### src/rtl/mnas_pkg.sv
`timescale 1ns / 1ps
// types, codes and reset constants shared by the note sequencer modules
// no dependencies
package mnas_pkg;

   localparam int unsigned CSR_IDX_W  = 3;
   localparam int unsigned CSR_DATA_W = 32;
   localparam int unsigned NOTE_W     = 7;
   localparam int unsigned TIME_W     = 32;
   localparam int unsigned MS16_W     = 16;

   localparam logic [TIME_W-1:0] HOLD_CEILING_RST     = 32'd60000;
   localparam logic [MS16_W-1:0] POSITION_DELAY_RST   = 16'd50;
   localparam logic [MS16_W-1:0] MIN_NOTE_RST         = 16'd30;
   localparam logic [MS16_W-1:0] VALVE_KEEP_GAP_RST   = 16'd50;

   typedef enum logic [1:0] {
      MODE_IDLE = 2'd0,
      MODE_POS  = 2'd1,
      MODE_PLAY = 2'd2,
      MODE_STOP = 2'd3
   } mode_type;

   typedef enum logic [1:0] {
      CMD_TICK     = 2'd0,
      CMD_NOTE_ON  = 2'd1,
      CMD_NOTE_OFF = 2'd2,
      CMD_PANIC    = 2'd3
   } cmd_type;

   typedef enum logic [1:0] {
      VALVE_NONE  = 2'd0,
      VALVE_OPEN  = 2'd1,
      VALVE_CLOSE = 2'd2
   } valve_type;

   typedef enum logic [1:0] {
      AIR_NONE = 2'd0,
      AIR_SET  = 2'd1,
      AIR_REST = 2'd2,
      AIR_MIN  = 2'd3
   } air_type;

   typedef enum logic [CSR_IDX_W-1:0] {
      CSR_POSITION_DELAY = 3'd0,
      CSR_MIN_NOTE       = 3'd1,
      CSR_VALVE_KEEP_GAP = 3'd2,
      CSR_HOLD_CEILING   = 3'd3,
      CSR_HAS_VALVE      = 3'd4
   } csr_idx_type;

   typedef struct packed {
      logic [MS16_W-1:0] position_delay_ms;
      logic [MS16_W-1:0] min_note_ms;
      logic [MS16_W-1:0] valve_keep_gap_ms;
      logic [TIME_W-1:0] hold_ceiling_ms;
      logic              has_valve;
   } cfg_type;

   typedef struct packed {
      cmd_type           command;
      logic [NOTE_W-1:0] note;
      logic [NOTE_W-1:0] velocity;
      logic [TIME_W-1:0] event_time;
      logic              sound_allowed;
      logic              next_is_note_on;
      logic [TIME_W-1:0] next_time;
   } req_type;

   typedef struct packed {
      mode_type          mode;
      logic [NOTE_W-1:0] cur_note;
      logic [NOTE_W-1:0] cur_velocity;
      logic [TIME_W-1:0] now_ms;
      logic [TIME_W-1:0] state_start_ms;
      logic [TIME_W-1:0] scheduled_ms;
      logic [TIME_W-1:0] sound_start_ms;
      logic              pending_stop;
   } seq_state_type;

   typedef struct packed {
      mode_type          state_now;
      logic              finger_write;
      valve_type         valve_action;
      air_type           air_action;
      logic [NOTE_W-1:0] out_note;
      logic [NOTE_W-1:0] out_velocity;
      logic              note_commanded;
      logic              note_released;
      logic              clear_queue;
   } rsp_type;

endpackage

### src/rtl/mono_note_actuator_sequencer_core.sv
`timescale 1ns / 1ps
// top level of the monophonic note sequencer for a wind-instrument actuator set
// depends on mnas_pkg, mnas_step and mnas_rsp_fifo
//
// The sequencer takes one item per transfer (a 1 ms tick, a note-on, a note-off
// or a panic stop) and returns exactly one result transfer per item carrying
// the finger, valve and airflow commands plus the mode after the item. Items
// are registered on entry, handled by the combinational step logic, and the
// result is registered into a two-entry output buffer that drives rsp_valid; a
// new request is taken every cycle as long as the output buffer has room, so
// the sustained rate is one item per clock. req_stall rises only when the
// entered item cannot move into a full output buffer that is itself stalled.
// Timestamps compare with 32-bit wrap.
// Registers written through the csr port take effect for the next item handled;
// write them only while no result is outstanding.
module mono_note_actuator_sequencer_core (
   input  logic                                clock,
   input  logic                                reset,
   // request channel
   input  logic                                req_valid,
   output logic                                req_stall,
   input  logic [1:0]                          req_command,
   input  logic [mnas_pkg::NOTE_W-1:0]         req_note,
   input  logic [mnas_pkg::NOTE_W-1:0]         req_velocity,
   input  logic [mnas_pkg::TIME_W-1:0]         req_event_time,
   input  logic                                req_sound_allowed,
   input  logic                                req_next_is_note_on,
   input  logic [mnas_pkg::TIME_W-1:0]         req_next_time,
   // result channel
   output logic                                rsp_valid,
   input  logic                                rsp_stall,
   output logic [1:0]                          rsp_state_now,
   output logic                                rsp_finger_write,
   output logic [1:0]                          rsp_valve_action,
   output logic [1:0]                          rsp_air_action,
   output logic [mnas_pkg::NOTE_W-1:0]         rsp_out_note,
   output logic [mnas_pkg::NOTE_W-1:0]         rsp_out_velocity,
   output logic                                rsp_note_commanded,
   output logic                                rsp_note_released,
   output logic                                rsp_clear_queue,
   // configuration write port
   input  logic                                csr_wr_en,
   input  logic [mnas_pkg::CSR_IDX_W-1:0]      csr_index,
   input  logic [mnas_pkg::CSR_DATA_W-1:0]     csr_wdata
);
   import mnas_pkg::*;

   // configuration registers
   cfg_type       cfg_ff;
   cfg_type       cfg_in;

   // input stage
   req_type       req_ff;
   logic          req_valid_ff;
   logic          req_valid_in;
   logic          req_xfer;

   // sequencer state
   seq_state_type seq_ff;
   seq_state_type seq_next;
   rsp_type       step_rsp;
   rsp_type       buf_rsp;
   logic          buf_can_push;
   logic          advance;

   assign req_xfer  = req_valid && !req_stall;
   // entered item moves into the output buffer whenever there is room
   assign advance   = req_valid_ff && buf_can_push;
   assign req_stall = req_valid_ff && !buf_can_push;

   always_comb begin
      cfg_in = cfg_ff;
      if (csr_wr_en) begin
         case (csr_idx_type'(csr_index))
            CSR_POSITION_DELAY: cfg_in.position_delay_ms = csr_wdata[MS16_W-1:0];
            CSR_MIN_NOTE:       cfg_in.min_note_ms       = csr_wdata[MS16_W-1:0];
            CSR_VALVE_KEEP_GAP: cfg_in.valve_keep_gap_ms = csr_wdata[MS16_W-1:0];
            CSR_HOLD_CEILING:   cfg_in.hold_ceiling_ms   = csr_wdata[TIME_W-1:0];
            CSR_HAS_VALVE:      cfg_in.has_valve         = csr_wdata[0];
            default: begin
               // writes beyond the register list are dropped
            end
         endcase
      end
   end

   always_comb begin
      if (req_xfer) begin
         req_valid_in = 1'b1;
      end else if (advance) begin
         req_valid_in = 1'b0;
      end else begin
         req_valid_in = req_valid_ff;
      end
   end

   always_ff @(posedge clock) begin
      if (reset) begin
         cfg_ff.position_delay_ms <= POSITION_DELAY_RST;
         cfg_ff.min_note_ms       <= MIN_NOTE_RST;
         cfg_ff.valve_keep_gap_ms <= VALVE_KEEP_GAP_RST;
         cfg_ff.hold_ceiling_ms   <= HOLD_CEILING_RST;
         cfg_ff.has_valve         <= 1'b1;
         req_valid_ff             <= 1'b0;
         seq_ff.mode              <= MODE_IDLE;
         seq_ff.cur_note          <= '0;
         seq_ff.cur_velocity      <= '0;
         seq_ff.now_ms            <= '0;
         seq_ff.state_start_ms    <= '0;
         seq_ff.scheduled_ms      <= '0;
         seq_ff.sound_start_ms    <= '0;
         seq_ff.pending_stop      <= 1'b0;
      end else begin
         cfg_ff       <= cfg_in;
         req_valid_ff <= req_valid_in;
         if (advance) begin
            seq_ff <= seq_next;
         end
      end
   end

   // payload capture, no reset needed
   always_ff @(posedge clock) begin
      if (req_xfer) begin
         req_ff.command         <= cmd_type'(req_command);
         req_ff.note            <= req_note;
         req_ff.velocity        <= req_velocity;
         req_ff.event_time      <= req_event_time;
         req_ff.sound_allowed   <= req_sound_allowed;
         req_ff.next_is_note_on <= req_next_is_note_on;
         req_ff.next_time       <= req_next_time;
      end
   end

   mnas_step u_step (
      .cfg  (cfg_ff),
      .cur  (seq_ff),
      .item (req_ff),
      .nxt  (seq_next),
      .rsp  (step_rsp)
   );

   mnas_rsp_fifo u_rsp_fifo (
      .clock     (clock),
      .reset     (reset),
      .push      (advance),
      .push_data (step_rsp),
      .can_push  (buf_can_push),
      .out_valid (rsp_valid),
      .out_stall (rsp_stall),
      .out_data  (buf_rsp)
   );

   assign rsp_state_now      = buf_rsp.state_now;
   assign rsp_finger_write   = buf_rsp.finger_write;
   assign rsp_valve_action   = buf_rsp.valve_action;
   assign rsp_air_action     = buf_rsp.air_action;
   assign rsp_out_note       = buf_rsp.out_note;
   assign rsp_out_velocity   = buf_rsp.out_velocity;
   assign rsp_note_commanded = buf_rsp.note_commanded;
   assign rsp_note_released  = buf_rsp.note_released;
   assign rsp_clear_queue    = buf_rsp.clear_queue;

endmodule

### src/rtl/mnas_step.sv
`timescale 1ns / 1ps
// next-state and command logic for one sequencer item
// depends on mnas_pkg
module mnas_step (
   input  mnas_pkg::cfg_type       cfg,
   input  mnas_pkg::seq_state_type cur,
   input  mnas_pkg::req_type       item,
   output mnas_pkg::seq_state_type nxt,
   output mnas_pkg::rsp_type       rsp
);
   import mnas_pkg::*;

   logic [TIME_W-1:0] now_eff;
   logic [TIME_W-1:0] pos_elapsed;
   logic [TIME_W-1:0] played;
   logic [TIME_W-1:0] next_gap;
   logic [TIME_W-1:0] ev_lead;
   logic              pos_done;
   logic              played_min;
   logic              played_ceiling;
   logic              near_next;
   logic              keep_valve;
   logic              ev_ahead;
   logic              finger;
   logic              commanded;
   logic              released;
   logic              clear_q;
   valve_type         valve;
   air_type           air;

   // tick advances time before any elapsed check
   assign now_eff = (item.command == CMD_TICK) ? cur.now_ms + 32'd1 : cur.now_ms;

   assign pos_elapsed    = now_eff - cur.state_start_ms;
   assign pos_done       = pos_elapsed >= {16'd0, cfg.position_delay_ms};
   assign played         = now_eff - cur.sound_start_ms;
   assign played_min     = played >= {16'd0, cfg.min_note_ms};
   assign played_ceiling = played >= cfg.hold_ceiling_ms;

   // wrapping signed lead of the queue head
   assign next_gap   = item.next_time - now_eff;
   assign near_next  = (next_gap != '0) && !next_gap[TIME_W-1] &&
                       (next_gap < {16'd0, cfg.valve_keep_gap_ms});
   assign keep_valve = cfg.has_valve && item.next_is_note_on && near_next;

   assign ev_lead  = item.event_time - cur.scheduled_ms;
   assign ev_ahead = (ev_lead != '0) && !ev_lead[TIME_W-1];

   always_comb begin
      nxt       = cur;
      nxt.now_ms = now_eff;
      finger    = 1'b0;
      commanded = 1'b0;
      released  = 1'b0;
      clear_q   = 1'b0;
      valve     = VALVE_NONE;
      air       = AIR_NONE;

      case (item.command)
         CMD_TICK: begin
            case (cur.mode)
               MODE_POS: begin
                  if (pos_done) begin
                     air                = AIR_SET;
                     valve              = item.sound_allowed ? VALVE_OPEN : VALVE_CLOSE;
                     nxt.sound_start_ms = now_eff;
                     nxt.mode           = MODE_PLAY;
                     nxt.state_start_ms = now_eff;
                  end
               end
               MODE_PLAY: begin
                  if (cur.pending_stop && played_min) begin
                     nxt.pending_stop = 1'b0;
                     released         = 1'b1;
                     if (keep_valve) begin
                        air = AIR_MIN;
                     end else begin
                        valve = VALVE_CLOSE;
                        air   = AIR_REST;
                     end
                     nxt.mode           = MODE_STOP;
                     nxt.state_start_ms = now_eff;
                  end else if (played_ceiling) begin
                     // forced complete stop
                     nxt.cur_note       = '0;
                     nxt.cur_velocity   = '0;
                     nxt.pending_stop   = 1'b0;
                     clear_q            = 1'b1;
                     valve              = VALVE_CLOSE;
                     air                = AIR_REST;
                     released           = 1'b1;
                     nxt.mode           = MODE_IDLE;
                     nxt.state_start_ms = now_eff;
                  end
               end
               MODE_STOP: begin
                  nxt.mode           = MODE_IDLE;
                  nxt.state_start_ms = now_eff;
               end
               default: begin
               end
            endcase
         end
         CMD_NOTE_ON: begin
            nxt.pending_stop = 1'b0;
            if (cur.mode != MODE_IDLE) begin
               released = 1'b1;
               if (keep_valve) begin
                  air = AIR_MIN;
               end else begin
                  valve = VALVE_CLOSE;
                  air   = AIR_REST;
               end
            end
            nxt.cur_note       = item.note;
            nxt.cur_velocity   = item.velocity;
            nxt.scheduled_ms   = item.event_time;
            finger             = 1'b1;
            commanded          = 1'b1;
            nxt.mode           = MODE_POS;
            nxt.state_start_ms = now_eff;
         end
         CMD_NOTE_OFF: begin
            if (((cur.mode == MODE_PLAY) || (cur.mode == MODE_POS)) &&
                (item.note == cur.cur_note)) begin
               if ((cur.mode == MODE_PLAY) ? !played_min : ev_ahead) begin
                  nxt.pending_stop = 1'b1;
               end else begin
                  released = 1'b1;
                  if (keep_valve) begin
                     air = AIR_MIN;
                  end else begin
                     valve = VALVE_CLOSE;
                     air   = AIR_REST;
                  end
                  nxt.mode           = MODE_STOP;
                  nxt.state_start_ms = now_eff;
               end
            end
         end
         default: begin
            // panic stop
            nxt.cur_note       = '0;
            nxt.cur_velocity   = '0;
            nxt.pending_stop   = 1'b0;
            clear_q            = 1'b1;
            valve              = VALVE_CLOSE;
            air                = AIR_REST;
            released           = (cur.mode != MODE_IDLE);
            nxt.mode           = MODE_IDLE;
            nxt.state_start_ms = now_eff;
         end
      endcase

      rsp.state_now      = nxt.mode;
      rsp.finger_write   = finger;
      rsp.valve_action   = valve;
      rsp.air_action     = air;
      rsp.out_note       = nxt.cur_note;
      rsp.out_velocity   = nxt.cur_velocity;
      rsp.note_commanded = commanded;
      rsp.note_released  = released;
      rsp.clear_queue    = clear_q;
   end

endmodule

### src/rtl/mnas_rsp_fifo.sv
`timescale 1ns / 1ps
// two-entry result buffer between the step logic and the result channel
// depends on mnas_pkg
module mnas_rsp_fifo (
   input  logic              clock,
   input  logic              reset,
   input  logic              push,
   input  mnas_pkg::rsp_type push_data,
   output logic              can_push,
   output logic              out_valid,
   input  logic              out_stall,
   output mnas_pkg::rsp_type out_data
);
   import mnas_pkg::*;

   rsp_type    entry_ff [2];
   logic       wr_ptr_ff;
   logic       wr_ptr_in;
   logic       rd_ptr_ff;
   logic       rd_ptr_in;
   logic [1:0] count_ff;
   logic [1:0] count_in;
   logic       pop;

   assign out_valid = (count_ff != 2'd0);
   assign out_data  = entry_ff[rd_ptr_ff];
   assign pop       = out_valid && !out_stall;
   // a full buffer still takes a result in the cycle its head leaves
   assign can_push  = (count_ff != 2'd2) || pop;

   always_comb begin
      wr_ptr_in = push ? ~wr_ptr_ff : wr_ptr_ff;
      rd_ptr_in = pop ? ~rd_ptr_ff : rd_ptr_ff;
      count_in  = count_ff + {1'b0, push} - {1'b0, pop};
   end

   always_ff @(posedge clock) begin
      if (reset) begin
         wr_ptr_ff <= 1'b0;
         rd_ptr_ff <= 1'b0;
         count_ff  <= 2'd0;
      end else begin
         wr_ptr_ff <= wr_ptr_in;
         rd_ptr_ff <= rd_ptr_in;
         count_ff  <= count_in;
      end
   end

   always_ff @(posedge clock) begin
      if (push) begin
         entry_ff[wr_ptr_ff] <= push_data;
      end
   end

endmodule

### config.mk
export PLATFORM = sky130hd
export DESIGN_NAME = mono_note_actuator_sequencer_core
export DESIGN_NICKNAME = d
export VERILOG_FILES = /design/src/rtl/mnas_pkg.sv /design/src/rtl/mono_note_actuator_sequencer_core.sv /design/src/rtl/mnas_step.sv /design/src/rtl/mnas_rsp_fifo.sv
export SDC_FILE = /design/constraint.sdc
export NUM_CORES = 1
export LEC_CHECK = 0
export BUFFER_PORTS_ARGS = -buffer_cell sky130_fd_sc_hd__buf_2
export CAP_MARGIN = 20
export CORE_MARGIN = 4
export CORE_UTILIZATION = 56
export DETAILED_ROUTE_END_ITERATION = 7
export PLACE_DENSITY = 0.77
export SYNTH_ARGS = -nofsm -noshare
export SYNTH_HDL_FRONTEND = slang
export SYNTH_SLANG_ARGS = --single-unit
### constraint.sdc
create_clock -name clock -period 7.3 [get_ports clock]
set_clock_uncertainty 0.15 [all_clocks]
set_input_delay 1.46 -clock clock [delete_from_list [all_inputs] [get_ports clock]]
set_output_delay 1.46 -clock clock [all_outputs]
set_load 0.005 [all_outputs]
==> impl_results.md <==
- Placement Rows: 75
- Total standard cell area after synthesis: 24100 um^2
- Fin nets: 3345
- Transition at the pin with the smallest max-transition slack: 1130 ps
- Hold Vio Cnt, Final: 0
- Total gr overflow: 0
- Total power after layout: 5.52 mW
- Number of nets produced by synthesis: 3174
- YS warnings: 0
- Skew-Pair Late Insertion Delay: 590 ps
- Static leakage: 11.0 nW
- Data arrival time at the worst-slack endpoint: 7330 ps
- CP required: 7620 ps
- Final non-filler cell area: 27400 um^2
- Dominant cell type by area after synthesis: dfxtp_1
- Min-Delay Path Class: reg -> reg
- Placer congestion estimate: 0.951
- Syn Inst Count: 2840
- Upper clock frequency limit: 0.143 GHz
- Post-detailed-route count of antenna-violating nets: 0
- # setup viols final: 0
- Crit path largest cell delay: 440 ps
- Most frequent cells in the layout: nand2_1 (423), inv_1 (257), a21oi_1 (244), dfxtp_1 (232), ha_1 (207)
- Finished Core Util: 64.8%
- Outcome: complete, no violations
- Proportion of register bits with asynchronous set or reset after synthesis: 0%
- Placeable Area: 42300 um^2
- Critical path capture point type: flip-flop
- Antenna violations before repair: 4
- Number of vias per cell: 5.89
- Cell area after placement: 25800 um^2
- Number of buffers added by the clock tree synthesis step: 42
- Post-route fraction of the period consumed by the critical path: 96.0%
- #FFs+latches synth: 360
- Worst slack at placement: -22.1 ps
- Worst setup path class: reg -> reg
- Proportion of layout cells with a drive suffix above 1: 14.6%
- Number of global-route vias before repair: 20792
- Wire length of the first global-routing pass: 106000 um
- Post-detailed-placement half-perimeter wirelength: 49900 um
- Clock transition at path regs: 60 ps
- Final Max Tran Viols: 0
- Minimum clock period: 7010 ps
- Total routing usage reported by global routing: 27.5%
- Number of flops mapped to enable cells by yosys: 128
- P&R area growth vs syn: 13.6%
- Clock sinks: 360
- Max cap viols: 0
- Worst Slack Setup Final: 293 ps
- DRC marker count from the first detailed-route iteration: 1682
- Router iterations before antenna repair: 6
- Mean routed wirelength per cell: 18.2 um
- Post-synthesis sequential area ratio: 35.2%
- Headroom to the max-slew limit: 24.8%
- Count of boundary I/O pins: 148
- Number of distinct library cell variants in the gate-level netlist after synthesis: 94
- Top area cells in the synthesized netlist: dfxtp_1 (19%), edfxtp_1 (16%), ha_1 (11%), nand2_1 (6.6%), a21oi_1 (5.1%)
- Cell repeated most along the worst path: buf_4
- Total number of H-tree levels: 2
- Initial Utilization: 57.0%
- Post-synthesis average cell area: 8.50 um^2
- Area share of the leading cell type in the synthesized netlist: 19.2%
- Launching element type of the critical path: flip-flop
- Total wirelength of the detailed-routed design: 66000 um
- Power per cell area: 201 nW/um^2
- Post-cts hold buffer count: 0
- Slowest CP cell: edfxtp_1
- Clock tree from TritonCTS: done
- Root Buffer Master: clkbuf_16
- Die span in x: 216 um
- Top FF cell, synth: dfxtp_1
- Commonest non-fill, non-tap cell in the layout: nand2_1
- Number of port buffers: 147
- Number of vias in the routed layout: 21352
- Largest net degree at the start of global routing: 94
- Clk buf depth: 3
- Total Die Area: 46500 um^2
- Count of unresolved DRC violations after routing: 0
- Vertical die dimension: 216 um
- Worst supply voltage drop on vdd: 0.195 mV
- Max Fanout on Critical Path: 10
-- state kept, by name, indices dropped and copies added (netlist names), named ones only --
register	count
u_rsp_fifo.count_ff	2
u_rsp_fifo.wr_ptr_ff	1
cfg_ff	81
u_rsp_fifo.entry_ff	46
req_ff	82
seq_ff	145
req_valid_ff	1
u_rsp_fifo.rd_ptr_ff	1
-- timing repair --
item / 4_1_cts / 5_1_grt
setup buffers: 2 / 9
endpoints found under the setup margin: 53 / 113
gates resized for setup: 3 / 21
pin swaps: 1 / 5
-- per-layer routing --
metal / routed length, um / vias up / GRT usage, % / share of wire (%)
li1: - / 10456 / - / -
met5: 14 / - / 0 / 0.021
met3: 4450 / 137 / 4.73 / 6.7
met4: 2120 / 4 / 9.60 / 3.2
met2: 30700 / 699 / 46.1 / 47
met1: 28700 / 10056 / 36.0 / 43
-- metrics by stage --
step           hold slack (ps)  std cells  setup TNS, ps
6_report                   303       3624              0
5_1_grt                    322       3623          -78.7
4_1_cts                    304       3610              0
3_5_place_dp               296       3531          -22.1
3_3_place_gp               292       3530              0
2_1_floorplan              285       2840              0
-- cell families (layout without fill, tap and decap cells) --
group           after synthesis  in the layout  share of synthesized area [%]
compound gates              718            718                           20.0
flops                       360            360                           35.2
xor+xnor                    141            141                           5.49
fa+ha+maj                   215            215                           11.2
other cells                   0              3                              0
buf+inv                     382            586                           6.19
simple gates                955            955                           18.8
mux                          69             69                           3.09
-- cells in the mapped netlist (20+ instances only) --
cell type / number
a211oi_1: 26
a211oi_2: 34
a21o_1: 60
a21oi_1: 245
a31oi_1: 21
and2_1: 22
and3_1: 20
clkbuf_1: 98
dfxtp_1: 232
edfxtp_1: 128
ha_1: 208
inv_1: 259
mux2_2: 29
mux2i_1: 36
nand2_1: 423
nand2b_1: 29
nand3_1: 65
nand4_1: 44
nor2_1: 174
nor2b_1: 25
nor3_1: 38
o211ai_1: 33
o21a_1: 21
o21ai_0: 108
o21bai_1: 20
or3_1: 29
xnor2_1: 89
xor2_1: 45
-- where the power goes --
part / switching, mW / internal, mW
sequential: 0.0593 / 2.17
clock: 0.886 / 1.18
combinational: 0.689 / 0.543
-- final timing paths --
path,start,endpoint,slack (ps),cells past startpoint
setup / recovery,req_ff[80],seq_ff[92],290,33
hold / removal,seq_ff[37],seq_ff[37],300,2
setup reg to reg,req_ff[80],seq_ff[92],290,33
hold reg to reg,seq_ff[37],seq_ff[37],300,2
-- worst max-delay path, delay by kind of cell (launching register included) --
family	cells	cell delay, ps
xor+xnor	2	290
buf+inv	6	830
compound gates	8	1490
flops	1	440
simple gates	11	2150
mux	2	540
fa+ha+maj	4	1010
-- cell type report --
cell class                 count  area, um^2
clock buffer                  51        1120
inverter                     260         976
fill                        3554       14900
timing repair buffer         249        1580
tap                          577         722
clock inverter                26         243
antenna                        3        7.51
multi-input combinational   2098       14300
sequential                   360        8490
Power figures use the tool's default switching activity.
